===== config.mk =====
export PLATFORM = sky130hd
export DESIGN_NAME = macd_indicator_engine
export DESIGN_NICKNAME = d
export VERILOG_FILES = /design/src/rtl/core/macd_pkg.sv /design/src/rtl/core/macd_indicator_engine.sv /design/src/rtl/core/macd_div.sv /design/src/rtl/core/macd_ctrl.sv /design/src/rtl/core/macd_dp.sv
export VERILOG_INCLUDE_DIRS = /design/src /design/src/rtl/core
export SDC_FILE = /design/constraint.sdc
export NUM_CORES = 2
export LEC_CHECK = 0
export ABC_AREA = 1
export BUFFER_PORTS_ARGS = -buffer_cell sky130_fd_sc_hd__buf_2
export CAP_MARGIN = 25
export CORE_MARGIN = 5
export CORE_UTILIZATION = 65
export DETAILED_ROUTE_END_ITERATION = 16
export MAX_ROUTING_LAYER = met4
export PLACE_DENSITY_LB_ADDON = 0.2
export SKIP_CTS_REPAIR_TIMING = 1
export SYNTH_ARGS = -nofsm -noshare
export SYNTH_HDL_FRONTEND = slang
export SYNTH_SLANG_ARGS = --single-unit

===== constraint.sdc =====
create_clock -name aclk -period 18.1 [get_ports aclk]
set_input_delay 5.43 -clock aclk [delete_from_list [all_inputs] [get_ports aclk]]
set_output_delay 5.43 -clock aclk [all_outputs]
set_load 0.05 [all_outputs]

===== src/rtl/core/macd_indicator_engine_defines.svh =====
// Assertion macros for the MACD indicator engine.
// Used by the top level; expects aclk and aresetn in scope.
`ifndef MACD_INDICATOR_ENGINE_DEFINES_SVH
`define MACD_INDICATOR_ENGINE_DEFINES_SVH

// same-cycle implication
`define MACD_ASSERT_NOW(lbl, ante, cons, msg) \
    lbl: assert property (@(posedge aclk) disable iff (!aresetn) (ante) |-> (cons)) \
        else $error(msg);

// next-cycle implication
`define MACD_ASSERT_NEXT(lbl, ante, cons, msg) \
    lbl: assert property (@(posedge aclk) disable iff (!aresetn) (ante) |=> (cons)) \
        else $error(msg);

`endif


===== src/rtl/core/macd_pkg.sv =====
// Shared types and constants of the MACD indicator engine.
// No dependencies.
`default_nettype none
package macd_pkg;

    localparam int PRICE_W = 32;
    localparam int SUM_W   = PRICE_W + 8;
    localparam int NUM_W   = PRICE_W + 11;
    localparam int DIV_W   = NUM_W - 1;
    localparam int DEN_W   = 10;
    localparam int IDX_W   = 16;
    localparam int CNT_W   = $clog2(DIV_W);
    localparam int DAYS_W  = 8;
    localparam int ADDR_W  = 2;

    localparam logic [ADDR_W-1:0] CFG_FAST_DAYS   = 2'd0;
    localparam logic [ADDR_W-1:0] CFG_SLOW_DAYS   = 2'd1;
    localparam logic [ADDR_W-1:0] CFG_SIGNAL_DAYS = 2'd2;

    localparam logic [DAYS_W-1:0] FAST_DAYS_RST   = 8'd12;
    localparam logic [DAYS_W-1:0] SLOW_DAYS_RST   = 8'd26;
    localparam logic [DAYS_W-1:0] SIGNAL_DAYS_RST = 8'd9;

    typedef struct packed {
        logic [PRICE_W-1:0] close_price;
        logic               series_start;
    } in_item_t;

    typedef struct packed {
        logic [PRICE_W-1:0]        fast_average;
        logic                      fast_valid;
        logic [PRICE_W-1:0]        slow_average;
        logic                      slow_valid;
        logic signed [PRICE_W-1:0] macd_value;
        logic signed [PRICE_W-1:0] signal_value;
        logic                      signal_valid;
    } out_item_t;

    typedef enum logic [1:0] {
        UNIT_FAST,
        UNIT_SLOW,
        UNIT_SIG
    } unit_t;

    typedef enum logic [2:0] {
        ST_IDLE,
        ST_MUL,
        ST_START,
        ST_WAIT,
        ST_OUT
    } state_t;

    typedef struct packed {
        logic  load;
        logic  mul;
        logic  div_start;
        logic  write;
        logic  emit;
        unit_t unit;
    } cmd_t;

    typedef struct packed {
        logic need_div;
        logic div_done;
        logic out_full;
    } status_t;

endpackage
`default_nettype wire


===== src/rtl/core/macd_indicator_engine.sv =====
// MACD indicator engine, top level: sequencer plus datapath.
// Depends on macd_pkg, macd_ctrl, macd_dp and macd_indicator_engine_defines.svh.
//
// Usage:
//  - s_ channel carries one closing price (unsigned Q16.16) and a series_start
//    flag per transfer; series_start clears all running averages first.
//  - m_ channel returns one result per price: fast and slow EMA, MACD and
//    signal line with their valid flags; fields not yet valid read as zero.
//  - cfg_wr_en/cfg_addr/cfg_wr_data write the three periods (fast, slow,
//    signal), one per write; write them only while the engine is idle.
//    A period of zero acts as one. Unknown addresses are ignored.
//  - One price is processed at a time. Each of the three averages passes a
//    multiply state and a setup state, plus the shared bit-serial divider
//    when it seeds or updates; during warm-up the divider is skipped.
//  - Results sit in an output register; the next price is taken while a
//    result still waits, and the engine holds before writing the next result
//    until the receiver takes the previous one.
//  - Reset (aresetn low, synchronous) restores periods 12/26/9 and clears the
//    series; no output is pending after reset.
`default_nettype none
`include "macd_indicator_engine_defines.svh"
module macd_indicator_engine (
    input  wire logic                         aclk,
    input  wire logic                         aresetn,
    input  wire logic                         cfg_wr_en,
    input  wire logic [macd_pkg::ADDR_W-1:0]  cfg_addr,
    input  wire logic [macd_pkg::DAYS_W-1:0]  cfg_wr_data,
    input  wire logic                         s_valid,
    output logic                              s_ready,
    input  wire macd_pkg::in_item_t           s_data,
    output logic                              m_valid,
    input  wire logic                         m_ready,
    output macd_pkg::out_item_t               m_data
);
    import macd_pkg::*;

    cmd_t    cmd;
    status_t status;

    // sequencer: one command per cycle
    macd_ctrl u_ctrl (
        .aclk    (aclk),
        .aresetn (aresetn),
        .s_valid (s_valid),
        .s_ready (s_ready),
        .status  (status),
        .cmd     (cmd)
    );

    // state, arithmetic and output register
    macd_dp u_dp (
        .aclk        (aclk),
        .aresetn     (aresetn),
        .cfg_wr_en   (cfg_wr_en),
        .cfg_addr    (cfg_addr),
        .cfg_wr_data (cfg_wr_data),
        .s_data      (s_data),
        .m_data      (m_data),
        .m_valid     (m_valid),
        .m_ready     (m_ready),
        .cmd         (cmd),
        .status      (status)
    );

    // one price in flight: no transfer right after another
    `MACD_ASSERT_NEXT(a_one_in_flight, s_valid && s_ready, !s_ready, "second price taken while busy")
    // signal line only exists once both averages do
    `MACD_ASSERT_NOW(a_signal_needs_emas, m_valid && m_data.signal_valid, m_data.fast_valid && m_data.slow_valid, "signal valid before EMAs")
    // without a slow EMA there is no MACD
    `MACD_ASSERT_NOW(a_macd_zero, m_valid && !m_data.slow_valid, m_data.macd_value == '0 && m_data.slow_average == '0, "MACD nonzero before slow EMA")

endmodule
`default_nettype wire


===== src/rtl/core/macd_div.sv =====
// Radix-2 restoring divider, one quotient bit per cycle.
// Depends on macd_pkg.
`default_nettype none
module macd_div (
    input  wire logic                        aclk,
    input  wire logic                        aresetn,
    input  wire logic                        start,
    input  wire logic [macd_pkg::DIV_W-1:0]  dividend,
    input  wire logic [macd_pkg::DEN_W-1:0]  divisor,
    output logic                             done,
    output logic [macd_pkg::DIV_W-1:0]       quotient
);
    import macd_pkg::*;

    logic [DIV_W-1:0] dvd_reg;
    logic [DEN_W-1:0] den_reg;
    logic [DEN_W-1:0] rem_reg;
    logic [CNT_W-1:0] cnt_reg;
    logic             busy_reg;
    logic             done_reg;
    logic [DEN_W:0]   rem_sh;
    logic [DEN_W:0]   rem_sub;
    logic             ge;

    always_comb begin
        rem_sh  = {rem_reg, dvd_reg[DIV_W-1]};
        rem_sub = rem_sh - {1'b0, den_reg};
        ge      = rem_sh >= {1'b0, den_reg};
    end

    always_ff @(posedge aclk) begin
        if (!aresetn) begin
            busy_reg <= 1'b0;
            done_reg <= 1'b0;
            cnt_reg  <= '0;
        end else begin
            done_reg <= 1'b0;
            if (start) begin
                busy_reg <= 1'b1;
                cnt_reg  <= CNT_W'(DIV_W - 1);
            end else if (busy_reg) begin
                cnt_reg <= cnt_reg - 1'b1;
                if (cnt_reg == '0) begin
                    busy_reg <= 1'b0;
                    done_reg <= 1'b1;
                end
            end
        end
    end

    always_ff @(posedge aclk) begin
        if (start) begin
            dvd_reg <= dividend;
            den_reg <= divisor;
            rem_reg <= '0;
        end else if (busy_reg) begin
            dvd_reg <= {dvd_reg[DIV_W-2:0], ge};
            rem_reg <= ge ? rem_sub[DEN_W-1:0] : rem_sh[DEN_W-1:0];
        end
    end

    assign done     = done_reg;
    assign quotient = dvd_reg;

endmodule
`default_nettype wire


===== src/rtl/core/macd_ctrl.sv =====
// Sequencer of the MACD engine: walks fast, slow and signal averages in turn.
// Depends on macd_pkg.
`default_nettype none
module macd_ctrl (
    input  wire logic              aclk,
    input  wire logic              aresetn,
    input  wire logic              s_valid,
    output logic                   s_ready,
    input  wire macd_pkg::status_t status,
    output macd_pkg::cmd_t         cmd
);
    import macd_pkg::*;

    state_t state_reg, state_next;
    unit_t  unit_reg, unit_next;

    always_ff @(posedge aclk) begin
        if (!aresetn) begin
            state_reg <= ST_IDLE;
            unit_reg  <= UNIT_FAST;
        end else begin
            state_reg <= state_next;
            unit_reg  <= unit_next;
        end
    end

    always_comb begin
        state_next    = state_reg;
        unit_next     = unit_reg;
        cmd           = '0;
        cmd.unit      = unit_reg;
        s_ready       = 1'b0;
        unique case (state_reg)
            ST_IDLE: begin
                s_ready = 1'b1;
                if (s_valid) begin
                    cmd.load   = 1'b1;
                    unit_next  = UNIT_FAST;
                    state_next = ST_MUL;
                end
            end
            ST_MUL: begin
                cmd.mul    = 1'b1;
                state_next = ST_START;
            end
            ST_START: begin
                if (status.need_div) begin
                    cmd.div_start = 1'b1;
                    state_next    = ST_WAIT;
                end else if (unit_reg == UNIT_SIG) begin
                    state_next = ST_OUT;
                end else begin
                    unit_next  = (unit_reg == UNIT_FAST) ? UNIT_SLOW : UNIT_SIG;
                    state_next = ST_MUL;
                end
            end
            ST_WAIT: begin
                if (status.div_done) begin
                    cmd.write = 1'b1;
                    if (unit_reg == UNIT_SIG) begin
                        state_next = ST_OUT;
                    end else begin
                        unit_next  = (unit_reg == UNIT_FAST) ? UNIT_SLOW : UNIT_SIG;
                        state_next = ST_MUL;
                    end
                end
            end
            ST_OUT: begin
                if (!status.out_full) begin
                    cmd.emit   = 1'b1;
                    state_next = ST_IDLE;
                end
            end
            default: begin
                state_next = ST_IDLE;
            end
        endcase
    end

endmodule
`default_nettype wire


===== src/rtl/core/macd_dp.sv =====
// Datapath of the MACD engine: series state, multiplier, divider, output register.
// Depends on macd_pkg and macd_div.
`default_nettype none
module macd_dp (
    input  wire logic                         aclk,
    input  wire logic                         aresetn,
    input  wire logic                         cfg_wr_en,
    input  wire logic [macd_pkg::ADDR_W-1:0]  cfg_addr,
    input  wire logic [macd_pkg::DAYS_W-1:0]  cfg_wr_data,
    input  wire macd_pkg::in_item_t           s_data,
    output macd_pkg::out_item_t               m_data,
    output logic                              m_valid,
    input  wire logic                         m_ready,
    input  wire macd_pkg::cmd_t               cmd,
    output macd_pkg::status_t                 status
);
    import macd_pkg::*;

    logic [DAYS_W-1:0] fast_days_reg, slow_days_reg, signal_days_reg;
    logic [IDX_W-1:0]  index_reg;
    logic [SUM_W-1:0]  fast_sum_reg, slow_sum_reg, macd_sum_reg;
    logic [PRICE_W-1:0] fast_ema_reg, slow_ema_reg, signal_ema_reg, price_reg;
    logic signed [41:0] prod_reg;
    logic               neg_reg;
    out_item_t          out_reg;
    logic               out_valid_reg;

    logic [DAYS_W-1:0]  fd, sd, gd, ms, n_sel;
    logic [IDX_W-1:0]   j, k_sel, n_last;
    logic               mv, active, acc, seed, upd;
    logic signed [32:0] diff, in_x, ema_x;
    logic [PRICE_W-1:0] macd;
    logic [SUM_W-1:0]   sum_x;
    logic               sum_sx;
    logic signed [41:0] prod_mul;
    logic [8:0]         n_plus;
    logic [NUM_W-1:0]   num_seed, num_upd, num;
    logic [DEN_W-1:0]   den;
    logic [DIV_W-1:0]   dividend, quot;
    logic [NUM_W-1:0]   res;
    logic [PRICE_W-1:0] sig_sat;
    logic               div_done;
    logic               fv, gv;

    macd_div u_div (
        .aclk     (aclk),
        .aresetn  (aresetn),
        .start    (cmd.div_start),
        .dividend (dividend),
        .divisor  (den),
        .done     (div_done),
        .quotient (quot)
    );

    always_comb begin
        fd = (fast_days_reg == '0) ? 8'd1 : fast_days_reg;
        sd = (slow_days_reg == '0) ? 8'd1 : slow_days_reg;
        gd = (signal_days_reg == '0) ? 8'd1 : signal_days_reg;
        ms = ((fd > sd) ? fd : sd) - 8'd1;
        mv = index_reg >= {8'd0, ms};
        j  = index_reg - {8'd0, ms};

        // fast minus slow, clamped to the signed price range
        diff = $signed({1'b0, fast_ema_reg}) - $signed({1'b0, slow_ema_reg});
        if (diff[32] != diff[31]) begin
            macd = diff[32] ? {1'b1, {(PRICE_W-1){1'b0}}} : {1'b0, {(PRICE_W-1){1'b1}}};
        end else begin
            macd = diff[31:0];
        end

        case (cmd.unit)
            UNIT_FAST: begin
                n_sel  = fd;
                k_sel  = index_reg;
                active = 1'b1;
                in_x   = {1'b0, price_reg};
                ema_x  = {1'b0, fast_ema_reg};
                sum_x  = fast_sum_reg;
                sum_sx = 1'b0;
            end
            UNIT_SLOW: begin
                n_sel  = sd;
                k_sel  = index_reg;
                active = 1'b1;
                in_x   = {1'b0, price_reg};
                ema_x  = {1'b0, slow_ema_reg};
                sum_x  = slow_sum_reg;
                sum_sx = 1'b0;
            end
            default: begin
                n_sel  = gd;
                k_sel  = j;
                active = mv;
                in_x   = {macd[31], macd};
                ema_x  = {signal_ema_reg[31], signal_ema_reg};
                sum_x  = macd_sum_reg;
                sum_sx = macd_sum_reg[SUM_W-1];
            end
        endcase

        n_last = {8'd0, n_sel} - 16'd1;
        acc    = active && (k_sel < {8'd0, n_sel});
        seed   = active && (k_sel == n_last);
        upd    = active && (k_sel > n_last);
        n_plus = {1'b0, n_sel} + 9'd1;

        // seed: round(sum / n); update: round((2x + (n-1)ema) / (n+1))
        // price sums are unsigned, only the MACD sum carries a sign
        num_seed = {{2{sum_sx}}, sum_x, 1'b0} + {35'd0, n_sel};
        num_upd  = {{8{in_x[32]}}, in_x, 2'b00} + {prod_reg, 1'b0} + {34'd0, n_plus};
        num      = seed ? num_seed : num_upd;
        den      = seed ? {1'b0, n_sel, 1'b0} : {n_plus, 1'b0};
        // floor for negatives: floor(-a/d) = ~floor((a-1)/d)
        dividend = num[NUM_W-1] ? ~num[DIV_W-1:0] : num[DIV_W-1:0];

        res = neg_reg ? {1'b1, ~quot} : {1'b0, quot};
        if (res[NUM_W-1:31] != {(NUM_W-31){res[NUM_W-1]}}) begin
            sig_sat = res[NUM_W-1] ? {1'b1, {(PRICE_W-1){1'b0}}} : {1'b0, {(PRICE_W-1){1'b1}}};
        end else begin
            sig_sat = res[31:0];
        end

        fv = index_reg >= {8'd0, fd - 8'd1};
        gv = mv && (j >= {8'd0, gd - 8'd1});
    end

    assign prod_mul = $signed(ema_x) * $signed({1'b0, n_sel - 8'd1});

    always_ff @(posedge aclk) begin
        if (!aresetn) begin
            fast_days_reg   <= FAST_DAYS_RST;
            slow_days_reg   <= SLOW_DAYS_RST;
            signal_days_reg <= SIGNAL_DAYS_RST;
        end else if (cfg_wr_en) begin
            unique case (cfg_addr)
                CFG_FAST_DAYS:   fast_days_reg   <= cfg_wr_data;
                CFG_SLOW_DAYS:   slow_days_reg   <= cfg_wr_data;
                CFG_SIGNAL_DAYS: signal_days_reg <= cfg_wr_data;
                default: ;
            endcase
        end
    end

    always_ff @(posedge aclk) begin
        if (!aresetn) begin
            index_reg      <= '0;
            fast_sum_reg   <= '0;
            slow_sum_reg   <= '0;
            macd_sum_reg   <= '0;
            fast_ema_reg   <= '0;
            slow_ema_reg   <= '0;
            signal_ema_reg <= '0;
            out_valid_reg  <= 1'b0;
        end else begin
            if (cmd.load && s_data.series_start) begin
                index_reg      <= '0;
                fast_sum_reg   <= '0;
                slow_sum_reg   <= '0;
                macd_sum_reg   <= '0;
                fast_ema_reg   <= '0;
                slow_ema_reg   <= '0;
                signal_ema_reg <= '0;
            end
            if (cmd.mul && acc) begin
                case (cmd.unit)
                    UNIT_FAST: fast_sum_reg <= fast_sum_reg + {8'd0, price_reg};
                    UNIT_SLOW: slow_sum_reg <= slow_sum_reg + {8'd0, price_reg};
                    default:   macd_sum_reg <= macd_sum_reg + {{8{macd[31]}}, macd};
                endcase
            end
            if (cmd.write) begin
                case (cmd.unit)
                    UNIT_FAST: fast_ema_reg   <= res[31:0];
                    UNIT_SLOW: slow_ema_reg   <= res[31:0];
                    default:   signal_ema_reg <= sig_sat;
                endcase
            end
            if (cmd.emit) begin
                out_valid_reg <= 1'b1;
                if (index_reg != {IDX_W{1'b1}}) begin
                    index_reg <= index_reg + 1'b1;
                end
            end else if (m_ready) begin
                out_valid_reg <= 1'b0;
            end
        end
    end

    always_ff @(posedge aclk) begin
        if (cmd.load) begin
            price_reg <= s_data.close_price;
        end
        if (cmd.mul) begin
            prod_reg <= prod_mul;
        end
        if (cmd.div_start) begin
            neg_reg <= num[NUM_W-1];
        end
        if (cmd.emit) begin
            out_reg.fast_average <= fv ? fast_ema_reg : '0;
            out_reg.fast_valid   <= fv;
            out_reg.slow_average <= (index_reg >= {8'd0, sd - 8'd1}) ? slow_ema_reg : '0;
            out_reg.slow_valid   <= index_reg >= {8'd0, sd - 8'd1};
            out_reg.macd_value   <= mv ? macd : '0;
            out_reg.signal_value <= gv ? signal_ema_reg : '0;
            out_reg.signal_valid <= gv;
        end
    end

    assign status.need_div = seed || upd;
    assign status.div_done = div_done;
    assign status.out_full = out_valid_reg && !m_ready;
    assign m_data          = out_reg;
    assign m_valid         = out_valid_reg;

endmodule
`default_nettype wire

==> After elaboration in Yosys (flattened, before gate mapping) <==
Index checks and enable logic that the tools add are counted.
{ "totals": {"elab_cells": 178, "regBits": 538, "in_bits": 48, "out_inout_bits": 133} }
{ "op_classes": {"mul": 1, "n_eq_ne": 16, "n_addsub": 18, "order_cmp": 8, "n_bitwise": 4, "n_mux": 73, "n_reduce_logical": 27} }
{ "op_table": {"columns": ["operator", "count"], "rows": [
  ["$mux 32", 13],
  ["$mux 40", 9],
  ["$mux 42", 3],
  ["$mux 43", 2],
  ["$not 42->42", 2],
  ["$add 40x32->40", 2],
  ["$pmux 40 s2", 1],
  ["$pmux 33 s2", 1],
  ["$ge 16x8->1", 4],
  ["$mux 16", 4],
  ["$add 42x9->43", 1],
  ["$add 43x43->43", 1],
  ["$add 43x9->43", 1],
  ["$mul 33x9->42", 1],
  ["$add 40x40->40", 1],
  ["$sub 8x1->8 const B", 5],
  ["$mux 33", 1],
  ["$sub 32x32->33", 1],
  ["$mux 8", 4],
  ["$logic_not 8->1", 3],
  ["$mux 1", 18],
  ["$add 16x1->16 const B", 1],
  ["$eq 16x16->1", 1],
  ["$gt 16x16->1", 1],
  ["40 further kinds", 66]
]} }

==> Depth between registers and ports, before layout <==
{ "depth": {"depth_word": 13, "depth_mapped": 44, "ltp_nobuf": 44} }

==> Hierarchy <==
From an unflattened synthesis, not the netlist that was laid out.
{ "hier_totals": {"cells_unflattened": 7712, "hier_area_um2": 52141.3} }
{ "by_module_without_submodules": {"columns": ["mod", "area_each_um2", "seq_area_each_um2", "instances", "cells_each"], "rows": [
  ["macd_dp", 48206.2, 11330.9, 1, 7222],
  ["macd_div", 3594.7, 1921.8, 1, 428],
  ["macd_ctrl", 340.3, 100.1, 1, 62]
]} }

==> Worst setup path before layout <==
No wires, ideal clock.
{ "synth_timing": {"path_kind": "input port to flip-flop", "start": "input m_ready", "end": "register u_dp.index_reg[5]", "setup_time_ns": 0.086, "cell_stages": 7, "required_time_ns": 18.014, "path_slack_ns": 5.080, "path_buffers": 1, "arrival_ns": 12.934, "cell_sequence": "nor2_1 -> nor2_1 -> o21ai_0 -> clkinv_1 -> clkbuf_1 -> nand2_1 -> a211oi_1"} }
{ "synth_rtl": {"columns": ["item", "line_no", "text"], "rows": [
  ["start: declaration", "macd_indicator_engine.sv:32", "input wire logic m_ready,"],
  ["end signal: assignment", "macd_dp.sv:181", "index_reg <= index_reg + 1'b1;"],
  ["end: declaration", "macd_dp.sv:20", "logic [IDX_W-1:0] index_reg;"]
]} }

==> Final worst setup path <==
{ "layout_timing": {"start": "register u_ctrl.unit_reg[1]", "end": "register u_dp.prod_reg[36], data pin"} }
{ "layout_between": {"elab_chain_cells": 4, "elab_cells_between_ends": 6, "classes_between": "add/sub (1); mul (1); eq/ne (1); mux (2); reduce/logical (1)"} }
{ "layout_rtl": {"columns": ["item", "line_no", "text"], "rows": [
  ["start: declaration", "macd_ctrl.sv:15", "unit_t unit_reg, unit_next;"],
  ["start signal: assignment", "macd_ctrl.sv:23", "unit_reg <= unit_next;"],
  ["$eq 2x1->1 or $logic_not 2->1 (tied branches)", "macd_dp.sv:71", "case (cmd.unit)"],
  ["$pmux 8 s2", "macd_dp.sv:71", null],
  ["$sub 8x1->8", "macd_dp.sv:127", "assign prod_mul = $signed(ema_x) * $signed({1'b0, n_sel - 8'd1});"],
  ["$mul 33x9->42 *", "macd_dp.sv:127", null],
  ["via u_dp.prod_mul[36]", "macd_dp.sv:35", "logic signed [41:0] prod_mul;"],
  ["end signal: assignment", "macd_dp.sv:194", "prod_reg <= prod_mul;"],
  ["end: declaration", "macd_dp.sv:23", "logic signed [41:0] prod_reg;"]
]} }
Mark *: on every way through the listed nets, which the timed path passes. The rest lies on a longest branch.
A chain may end at the register's enable or synchronous reset.

==> out/qor.csv <==
metric,value,unit
vias in the first global route,50500,
Clock Tree Buf Depth,3,
GRT overflow,0,
Final period util,48.8,%
drt wl/cell,21.9,um
number of fillers in the final layout,6633,
syn avg cell area,6.77,um2
class of the worst hold path,flop to flop,
asr flop ratio synth,0,%
sequential-to-total area share from yosys stat,25.8,%
Net Sw Frac,55.5,%
Finished Cell Area,0.0555,mm2
clock buffer count from CTS,59,
Int Power,4730,uW
count of final setup violators,0,
largest net degree at the start of global routing,119,
Final Max Slew Viols,0,
H-Tree Depth,2,
WL final,192,mm
max reg flops,131,
clk root buf,clkbuf_16,
router iterations before antenna repair,14,
"slowest stage cell, crit path",nand2_2,
"EDFF count, synth",257,
synth warn,0,
synthesized cell area,0.0517,mm2
"flops & latches, synth",537,
HPWL after DPL,148,mm
Slew @ Worst Pin,1.33,ns
violated checks,design-rule violations,
layout cell share with drive strength beyond 1,5.45,%
routed vias,54300,
"slowest stage delay, CP",0.87,ns
clock transition at the registers of the reported paths,0.07,ns
largest fanout on the critical path,37,
Nets,8317,
die height,292,um
sequential power share,16.9,%
area of the multi-input gates,0.0327,mm2
fin cells,8791,
number of port buffers,180,
Yosys cell types,57,
clock share of power,12.3,%
Initial Util,65.5,%
Final Hold Vio Count,0,
headroom to the max-slew limit,11.3,%
io pins,181,
Leakage,0.0280,uW
Core Rows,103,
CP Data Required Time,18.49,ns
critical path class,flop to flop,
Critical Path AT,9.22,ns
Peak VDD IR,0.232,mV
# Max-Cap Violations,0,
status,"complete, but fails checks",
RSZ-0062 raised after global routing,false,
Post-Syn Instances,7634,
DP Area,0.0533,mm2
DIE WIDTH,292,um
Power Total,10600,uW
die area,0.0853,mm2
pwr/cell area,192,mW/mm2
dominant synthesized flop cell,dfxtp_1,
Net Sw Power,5900,uW
Crit. End Element,flop,
Post-Place Cells,8658,
crit path launch type,flop,
CTS tree,done,
worst-skew pair later-pin latency,0.69,ns
Hold Slack,0.477,ns
Initial DRC Count,8307,
first-pass GRT wire length,290,mm
Syn-to-layout area delta,7.34,%
GP Congestion,1.08,
"antenna viol nets, final",0,
Synth Net Count,8281,
GRT Resource Usage Total,44.4,%
Max Freq,0.113,GHz
fin crit period,8.83,ns
via/cell ratio,6.17,
clock sink total,537,
FF+latch area,0.0133,mm2
setup TNS,0,ns
Gate power share,70.8,%
CORE AREA,0.0789,mm2
antenna violations before repair,19,
clock skew,0.0668,ns
drt drc,2,
power groups by stage:
stage | Sequential, uW | Clock, uW | Combinational (uW)
2_1_floorplan | 1720 | 0 | 5210
3_3_place_gp | 1800 | 0 | 7070
3_5_place_dp | 1810 | 0 | 7250
4_1_cts | 1780 | 1300 | 7300
5_1_grt | 1790 | 1350 | 8230
6_report | 1800 | 1310 | 7530
worst max-delay path: cells and delay by family (launching register included):
family                     cells  cell delay (ns)
buffers and inverters          6             1.86
AOI/OAI and AO/OA              5             1.38
and+or+nand+nor               10             1.99
adders and majority gates      5             2.43
xor gates and xnor gates       1             0.18
DFF                            1             0.63
worst paths after layout:
kind                                               to             startpoint  depth (start not counted)  slack, ns
worst max-delay path                u_dp.prod_reg[36]     u_ctrl.unit_reg[1]                         27       9.27
worst min-delay path            u_dp.u_div.rem_reg[0]  u_dp.u_div.rem_reg[0]                          2       0.48
worst max register to register      u_dp.prod_reg[36]     u_ctrl.unit_reg[1]                         27       9.27
worst min register to register  u_dp.u_div.rem_reg[0]  u_dp.u_div.rem_reg[0]                          2       0.48
cell usage in the layout (no fill, tap or decap), types with 69 or more instances in the layout:
cell type / Yosys / layout
nand2_1: 1961 / 1959
inv_1: 1238 / 1238
nor2_1: 898 / 893
a21oi_1: 530 / 530
nand3_1: 402 / 399
ha_1: 380 / 380
o21ai_0: 311 / 311
dfxtp_1: 280 / 279
edfxtp_1: 257 / 257
fa_1: 219 / 219
buf_2: 74 / 182
nand4_1: 157 / 157
xor2_1: 138 / 135
xnor2_1: 84 / 84
a211oi_1: 73 / 73
nor3_1: 70 / 69
cells in the mapped netlist (52+ instances only):
cell      number  area [um2]
nand2_1     1961        7360
inv_1       1238        4650
nor2_1       898        3370
a21oi_1      530        2650
nand3_1      402        2010
ha_1         380        4750
o21ai_0      311        1560
dfxtp_1      280        5610
edfxtp_1     257        7720
fa_1         219        4380
nand4_1      157         982
clkbuf_1     153         574
xor2_1       138        1210
xnor2_1       84         736
buf_2         74         370
a211oi_1      73         548
nor3_1        70         350
o21a_1        52         390
cell type report:
type | count | share of cell area (%)
multi-input cells | 5586 | 58.9
flip-flops and latches | 537 | 24.0
inverters | 1255 | 8.51
clock buffers | 67 | 2.81
repair buffers | 231 | 2.39
well taps | 1050 | 2.37
clock inverters | 45 | 0.943
diodes | 20 | 0.0902
routing by layer:
layer | vias up | global-route usage [%] | part of all wire (%)
met5 | - | - | 0
met4 | 0 | 23.5 | 6.6
met3 | 837 | 11.6 | 14
met2 | 3830 | 64.4 | 42
met1 | 24900 | 57.1 | 37
li1 | 24600 | - | -
metrics by stage:
step / utilization, % / worst slack [ns]
floorplan: - / 5.08
global placement: 67.6 / 9.23
detailed placement: 67.6 / 9.08
CTS: 70.2 / 9.60
global route: 70.3 / 8.89
finish: 70.3 / 9.27
logic make-up after synthesis:
logic type	synth area share, %
XOR/XNOR	3.76
buffers and inverters	11.2
AND/OR/NAND/NOR	28.6
multiplexers	0.0581
flip-flops	25.8
AO/OA/AOI/OAI	12.9
adder cells (fa/ha/maj)	17.7
Note: power is estimated with default switching activity, not from simulation.
